<file path="src/serl_pkg.sv">
// serl_pkg: shared types, codes and stream field widths for the event ring log
// no dependencies; used by sequenced_event_ring_log

package serl_pkg;

    localparam int CAPACITY_DEF = 32;

    localparam int CMD_W   = 2;
    localparam int TIME_W  = 64;
    localparam int TYPE_W  = 8;
    localparam int SRC_W   = 8;
    localparam int VALUE_W = 32;
    localparam int IDX_W   = 8;
    localparam int SEQ_W   = 32;

    localparam int S_TDATA_W = 128;
    localparam int M_TDATA_W = 152;

    typedef enum logic [CMD_W-1:0] {
        CMD_APPEND = 2'd0,
        CMD_READ   = 2'd1,
        CMD_CLEAR  = 2'd2
    } cmd_t;

    localparam logic STATUS_OK        = 1'b0;
    localparam logic STATUS_NOT_FOUND = 1'b1;

    typedef struct packed {
        logic [SEQ_W-1:0]   seq;
        logic [TIME_W-1:0]  ev_time;
        logic [TYPE_W-1:0]  ev_type;
        logic [SRC_W-1:0]   ev_source;
        logic [VALUE_W-1:0] ev_value;
    } entry_t;

endpackage

</file>
<file path="src/sequenced_event_ring_log.sv">
// sequenced_event_ring_log: circular event log with sequence numbering
// pipeline: an accepted item is registered in the first stage, then in the result stage
// one item per cycle unless stalled; append writes memory, read does a registered read
// reset: synchronous active-low aresetn clears pointers, count, sequence and valids
// entry memory is not cleared; entries are only read below the stored count
// depends on serl_pkg

module sequenced_event_ring_log #(
    parameter int CAPACITY = serl_pkg::CAPACITY_DEF
) (
    input  logic                            aclk,
    input  logic                            aresetn,
    input  logic                            s_tvalid,
    output logic                            s_tready,
    // command, event_time, event_type, event_source, event_value, newest_index, pad
    input  logic [serl_pkg::S_TDATA_W-1:0]  s_tdata,
    output logic                            m_tvalid,
    input  logic                            m_tready,
    // status, seq_number, out_time, out_type, out_source, out_value, pad
    output logic [serl_pkg::M_TDATA_W-1:0]  m_tdata
);

    localparam int SLOT_W = (CAPACITY > 1) ? $clog2(CAPACITY) : 1;
    localparam int CNT_W  = $clog2(CAPACITY + 1);

    // input field unpacking
    logic [serl_pkg::CMD_W-1:0]   in_cmd;
    logic [serl_pkg::TIME_W-1:0]  in_time;
    logic [serl_pkg::TYPE_W-1:0]  in_type;
    logic [serl_pkg::SRC_W-1:0]   in_source;
    logic [serl_pkg::VALUE_W-1:0] in_value;
    logic [serl_pkg::IDX_W-1:0]   in_idx;

    assign in_cmd    = s_tdata[1:0];
    assign in_time   = s_tdata[65:2];
    assign in_type   = s_tdata[73:66];
    assign in_source = s_tdata[81:74];
    assign in_value  = s_tdata[113:82];
    assign in_idx    = s_tdata[121:114];

    // log state
    logic [SLOT_W-1:0]          write_slot_reg, write_slot_next;
    logic [CNT_W-1:0]           count_reg, count_next;
    logic [serl_pkg::SEQ_W-1:0] last_seq_reg, last_seq_next;

    // first stage
    logic                       s1_valid_reg;
    logic                       s1_status_reg;
    logic                       s1_hit_reg;
    logic [serl_pkg::SEQ_W-1:0] s1_seq_reg;
    serl_pkg::entry_t           rd_data_reg;

    // result stage
    logic                          m_valid_reg;
    logic [serl_pkg::M_TDATA_W-1:0] m_data_reg, m_data_next;

    serl_pkg::entry_t mem [CAPACITY];

    logic                       advance;
    logic                       s_accept;
    logic                       do_append;
    logic                       do_read;
    logic                       do_clear;
    logic                       read_hit;
    logic [serl_pkg::SEQ_W-1:0] new_seq;
    logic [SLOT_W-1:0]          newest_slot;
    logic [8:0]                 pos_wide;
    logic [SLOT_W-1:0]          rd_addr;
    serl_pkg::entry_t           wr_entry;

    assign advance  = !m_valid_reg || m_tready;
    assign s_tready = !s1_valid_reg || advance;
    assign s_accept = s_tvalid && s_tready;

    assign do_append = s_accept && (in_cmd == serl_pkg::CMD_APPEND);
    assign do_read   = s_accept && (in_cmd == serl_pkg::CMD_READ);
    assign do_clear  = s_accept && (in_cmd == serl_pkg::CMD_CLEAR);

    assign read_hit = 9'(in_idx) < 9'(count_reg);
    assign new_seq  = (count_reg != '0) ? last_seq_reg + serl_pkg::SEQ_W'(1)
                                        : serl_pkg::SEQ_W'(1);

    // newest entry sits one slot behind the write pointer
    assign newest_slot = (write_slot_reg == '0) ? SLOT_W'(CAPACITY - 1)
                                                : write_slot_reg - SLOT_W'(1);
    assign pos_wide = 9'(newest_slot) - 9'(in_idx)
                    + ((9'(in_idx) > 9'(newest_slot)) ? 9'(CAPACITY) : 9'd0);
    assign rd_addr  = read_hit ? SLOT_W'(pos_wide) : '0;

    always_comb begin
        wr_entry.seq       = new_seq;
        wr_entry.ev_time   = in_time;
        wr_entry.ev_type   = in_type;
        wr_entry.ev_source = in_source;
        wr_entry.ev_value  = in_value;
    end

    always_comb begin
        write_slot_next = write_slot_reg;
        count_next      = count_reg;
        last_seq_next   = last_seq_reg;
        if (do_append) begin
            write_slot_next = (write_slot_reg == SLOT_W'(CAPACITY - 1))
                            ? '0 : write_slot_reg + SLOT_W'(1);
            if (count_reg != CNT_W'(CAPACITY)) begin
                count_next = count_reg + CNT_W'(1);
            end
            last_seq_next = new_seq;
        end else if (do_clear) begin
            write_slot_next = '0;
            count_next      = '0;
            last_seq_next   = '0;
        end
    end

    always_ff @(posedge aclk) begin
        if (!aresetn) begin
            write_slot_reg <= '0;
            count_reg      <= '0;
            last_seq_reg   <= '0;
        end else begin
            write_slot_reg <= write_slot_next;
            count_reg      <= count_next;
            last_seq_reg   <= last_seq_next;
        end
    end

    // entry memory, at most one write or one read per item
    always_ff @(posedge aclk) begin
        if (do_append) begin
            mem[write_slot_reg] <= wr_entry;
        end
        if (do_read && read_hit) begin
            rd_data_reg <= mem[rd_addr];
        end
    end

    always_ff @(posedge aclk) begin
        if (!aresetn) begin
            s1_valid_reg <= 1'b0;
        end else if (s_tready) begin
            s1_valid_reg <= s_tvalid;
        end
    end

    always_ff @(posedge aclk) begin
        if (s_accept) begin
            s1_status_reg <= (do_read && !read_hit) ? serl_pkg::STATUS_NOT_FOUND
                                                    : serl_pkg::STATUS_OK;
            s1_hit_reg    <= do_read && read_hit;
            s1_seq_reg    <= do_append ? new_seq : '0;
        end
    end

    always_comb begin
        m_data_next = '0;
        m_data_next[0] = s1_status_reg;
        if (s1_hit_reg) begin
            m_data_next[32:1]    = rd_data_reg.seq;
            m_data_next[96:33]   = rd_data_reg.ev_time;
            m_data_next[104:97]  = rd_data_reg.ev_type;
            m_data_next[112:105] = rd_data_reg.ev_source;
            m_data_next[144:113] = rd_data_reg.ev_value;
        end else begin
            m_data_next[32:1] = s1_seq_reg;
        end
    end

    always_ff @(posedge aclk) begin
        if (!aresetn) begin
            m_valid_reg <= 1'b0;
        end else if (advance) begin
            m_valid_reg <= s1_valid_reg;
        end
    end

    always_ff @(posedge aclk) begin
        if (advance && s1_valid_reg) begin
            m_data_reg <= m_data_next;
        end
    end

    assign m_tvalid = m_valid_reg;
    assign m_tdata  = m_data_reg;

`ifndef SYNTHESIS
    a_count_bound: assert property (@(posedge aclk) disable iff (!aresetn)
        9'(count_reg) <= 9'(CAPACITY))
        else $error("stored count above capacity");

    a_slot_bound: assert property (@(posedge aclk) disable iff (!aresetn)
        9'(write_slot_reg) < 9'(CAPACITY))
        else $error("write slot out of range");

    a_seq_step: assert property (@(posedge aclk) disable iff (!aresetn)
        do_append && (count_reg != '0) |=> last_seq_reg == $past(last_seq_reg) + 32'd1)
        else $error("sequence did not advance by one");

    a_not_found_zero: assert property (@(posedge aclk) disable iff (!aresetn)
        m_tvalid && (m_tdata[0] == serl_pkg::STATUS_NOT_FOUND) |-> m_tdata[144:1] == '0)
        else $error("not-found result carries nonzero payload");
`endif

endmodule

</file>
<file path="config.mk">
export PLATFORM = sky130hd
export DESIGN_NAME = sequenced_event_ring_log
export DESIGN_NICKNAME = d
export VERILOG_FILES = /design/src/serl_pkg.sv /design/src/sequenced_event_ring_log.sv
export SDC_FILE = /design/constraint.sdc
export NUM_CORES = 2
export LEC_CHECK = 0
export BUFFER_PORTS_ARGS = -buffer_cell sky130_fd_sc_hd__buf_2
export CORE_ASPECT_RATIO = 1.5
export CORE_UTILIZATION = 35
export DETAILED_ROUTE_END_ITERATION = 7
export PLACE_DENSITY = 0.57
export REMOVE_ABC_BUFFERS = 1
export SLEW_MARGIN = 10
export SYNTH_ARGS = -nofsm -noshare
export SYNTH_HDL_FRONTEND = slang
export SYNTH_MEMORY_MAX_BITS = 65536
export SYNTH_SLANG_ARGS = --single-unit
</file>
<file path="constraint.sdc">
create_clock -name aclk -period 13.1 [get_ports aclk]
set_input_delay 1.965 -clock aclk [delete_from_list [all_inputs] [get_ports aclk]]
set_output_delay 1.965 -clock aclk [all_outputs]
set_load 0.05 [all_outputs]
</file>
==> results.yml <==
layout:
  mostFrequentLayoutCells: "edfxtp_1 (4,931), mux2i_1 (1,026), a21oi_1 (493)"
  drive_above_1_share_pct: 13.9
  fillers: 50300
  largest_reg_flops: 4608
  final_common_cell: "edfxtp_1"
  nets: 11800
  area_growth_pct: 12.9
hold_path:
  worstHoldPathCells: 2
  min_path_type: "flop to flop"
synthesis:
  synth_seq_cells: 4976
  synth_top_family_by_area: "compound AO/OA/AOI/OAI gates"
  synth_async_sr_flop_share_pct: 0
  yosys_warnings: 0
  synth_mux_area_share_pct: 7.61
  synthDistinctLibCells: 83
  synth-compound-area-share_pct: 9.84
  synth_xor_area_share_pct: 0.176
  ys.flop_type: "edfxtp_1"
  syn_area_um2: 195000
  synth_edf_count: 4931
  synthAdderAreaFrac_pct: 0.126
  seq_area_frac_synth_pct: 76.5
  synthSimpleGateAreaFrac_pct: 3.79
  synthCells: 11500
  avgSynthCellArea_um2: 16.9
clock_tree:
  clk_pin_slew_worst_paths_ns: 0.07
  cts_sinks: 4976
  cts-root-buf: "clkbuf_16"
  clockBufferDepth: 4
  htree_levels: 5
  postCtsSetupRepairBufs: 0
  cts-resized-gates: 0
  cts_tree: "yes"
  cts_buffers: 439
  holdBufCountCts: 0
  clk_latency_ns: 1.02
place:
  port_buffers: 272
  place.gp.congestion: 0.780
  dp_hpwl_um: 299000
timing:
  tns_ns: 0
  worst_pin_slew_ns: 1.28
  fmax_mhz: 145
  finalCriticalPeriod_ns: 6.90
  finalHoldViolCount: 0
  timing.hold.ws_ns: 0.497
  slew_violations: 0
  finClkSkew_ns: 0.0609
  finalCritPeriodShare_pct: 52.7
  rsz0062_at_grt: "false"
  slew_headroom_pct: 14.8
  setup_viol: 0
pwr:
  powerDensity_nw_per_um2: 148
  leakage_nw: 69.8
  peakVddDrop_uv: 111
global_routing:
  grt_first_pass_wirelength_um: 846000
  grt_max_degree: 153
  antenna_found_initial: 88
  grt_usage_pct: 21.0
  grt-ovfl-total: 0
  grt_pass1_vias: 110000
setup_path:
  slowest_delay_ns: 0.88
  critPathLaunchType: "flop"
  cpMostUsedCell: "buf_4"
  crit_chain: "or3_1, o21a_1, ha_4, inv_1, fa_4, inv_8, buf_4, buf_4, buf_4, o21ai_0, a22o_1, a221oi_1, a31oi_1"
  endpoint_kind: "flop"
  arrival_ns: 7.54
  slowest_stage: "fa_4"
  reg2reg_depth: 13
  crit_type: "flop to flop"
  cp_max_fo: 68
  cp.required_ns: 13.73
drt:
  ant_nets: 0
  routed_wl_um: 605000
  post_drt_via_cell_ratio: 5.76
  drtIter0Drc: 12500
  wl_per_cell_um: 31.1
  drc: 0
  dr.pass1.iters: 5
  vias: 112000
floorplanning:
  num_rows: 335
  core_um2: 554000
  die-area_um2: 559000
  start_util_pct: 35.1
  io_pins: 286
  die_x_um: 611
  dieHeight_um: 915
outcome:
  status: "complete, no violations"
job:
  drv_cap: 0
## metrics by stage
step / setup WS, ns / utilization, % / std cells / cell area, µm² / power [mW]
CTS: 6.15 / 39.6 / 19400 / 220000 / 32.6
global placement: 5.36 / 37.0 / 18600 / 205000 / 19.5
finish: 6.20 / 39.6 / 19500 / 220000 / 32.5
detailed placement: 5.37 / 37.0 / 18600 / 205000 / 19.5
global route: 6.04 / 39.6 / 19400 / 220000 / 33.3
floorplan: -89.05 / - / 10600 / 191000 / 20.2
## kinds of logic (layout without fill, tap and decap cells)
kind of cell | after synthesis | after routing
flip-flops | 4976 | 4976
adder cells (fa/ha/maj) | 19 | 19
multiplexers | 1375 | 1375
other | 1 | 52
buffers and inverters | 899 | 1406
XOR/XNOR | 39 | 39
AND/OR/NAND/NOR | 1474 | 1474
AO/OA/AOI/OAI | 2701 | 2701
## routing by layer
layer | part of all wire, % | vias up | track usage (%)
met2 | 51 | 4613 | 36.9
met3 | 7.2 | 1081 | 3.19
met4 | 3.8 | 54 | 7.41
li1 | - | 46900 | -
met5 | 0.053 | - | 0
met1 | 38 | 59400 | 26.1
## cells in the mapped netlist (all sizes together) (208+ instances only)
master	count	share of area, %
a21oi	494	1.3
clkbuf	619	1.2
edfxtp	4931	76
buf	259	0.68
o21ai	410	1.1
mux2i	1026	5.3
a211oi	208	0.80
nand2	366	0.71
nor2	387	0.75
a221oi	224	1.0
o211ai	246	0.97
o221ai	356	1.6
mux2	295	1.7
## area by class of cell
cell class | instances | area (µm²) | share of cell area, %
multi-input cells | 5615 | 42400 | 19.3
repair buffers | 580 | 4310 | 1.96
flip-flops and latches | 4976 | 149000 | 67.8
diodes | 45 | 113 | 0.0513
clock buffers | 541 | 11500 | 5.26
well taps | 7414 | 9280 | 4.22
inverters | 21 | 93.8 | 0.0427
clock inverters | 264 | 2890 | 1.32
## worst max-delay path, delay by kind of cell, from the launching register on
kind | cells | cell delay (ns)
buf+inv | 5 | 2.64
compound gates | 5 | 1.63
fa+ha+maj | 2 | 1.04
simple gates | 1 | 0.62
flops | 1 | 0.42
## power by group
part	internal [mW]	switching (mW)	total, mW
sequential	17.5	0.0157	17.5
combinational	0.443	1.24	1.68
clock	7.39	5.89	13.3
## final timing paths
path | to | slack, ns | startpoint
worst max-delay path | rd_data_reg[55] | 6.20 | write_slot_reg[4]
worst max register to register | rd_data_reg[55] | 6.20 | write_slot_reg[4]
worst min register to register | last_seq_reg[27] | 0.50 | last_seq_reg[27]
worst min-delay path | last_seq_reg[27] | 0.50 | last_seq_reg[27]
No activity file was read; power rests on OpenSTA's default activity.
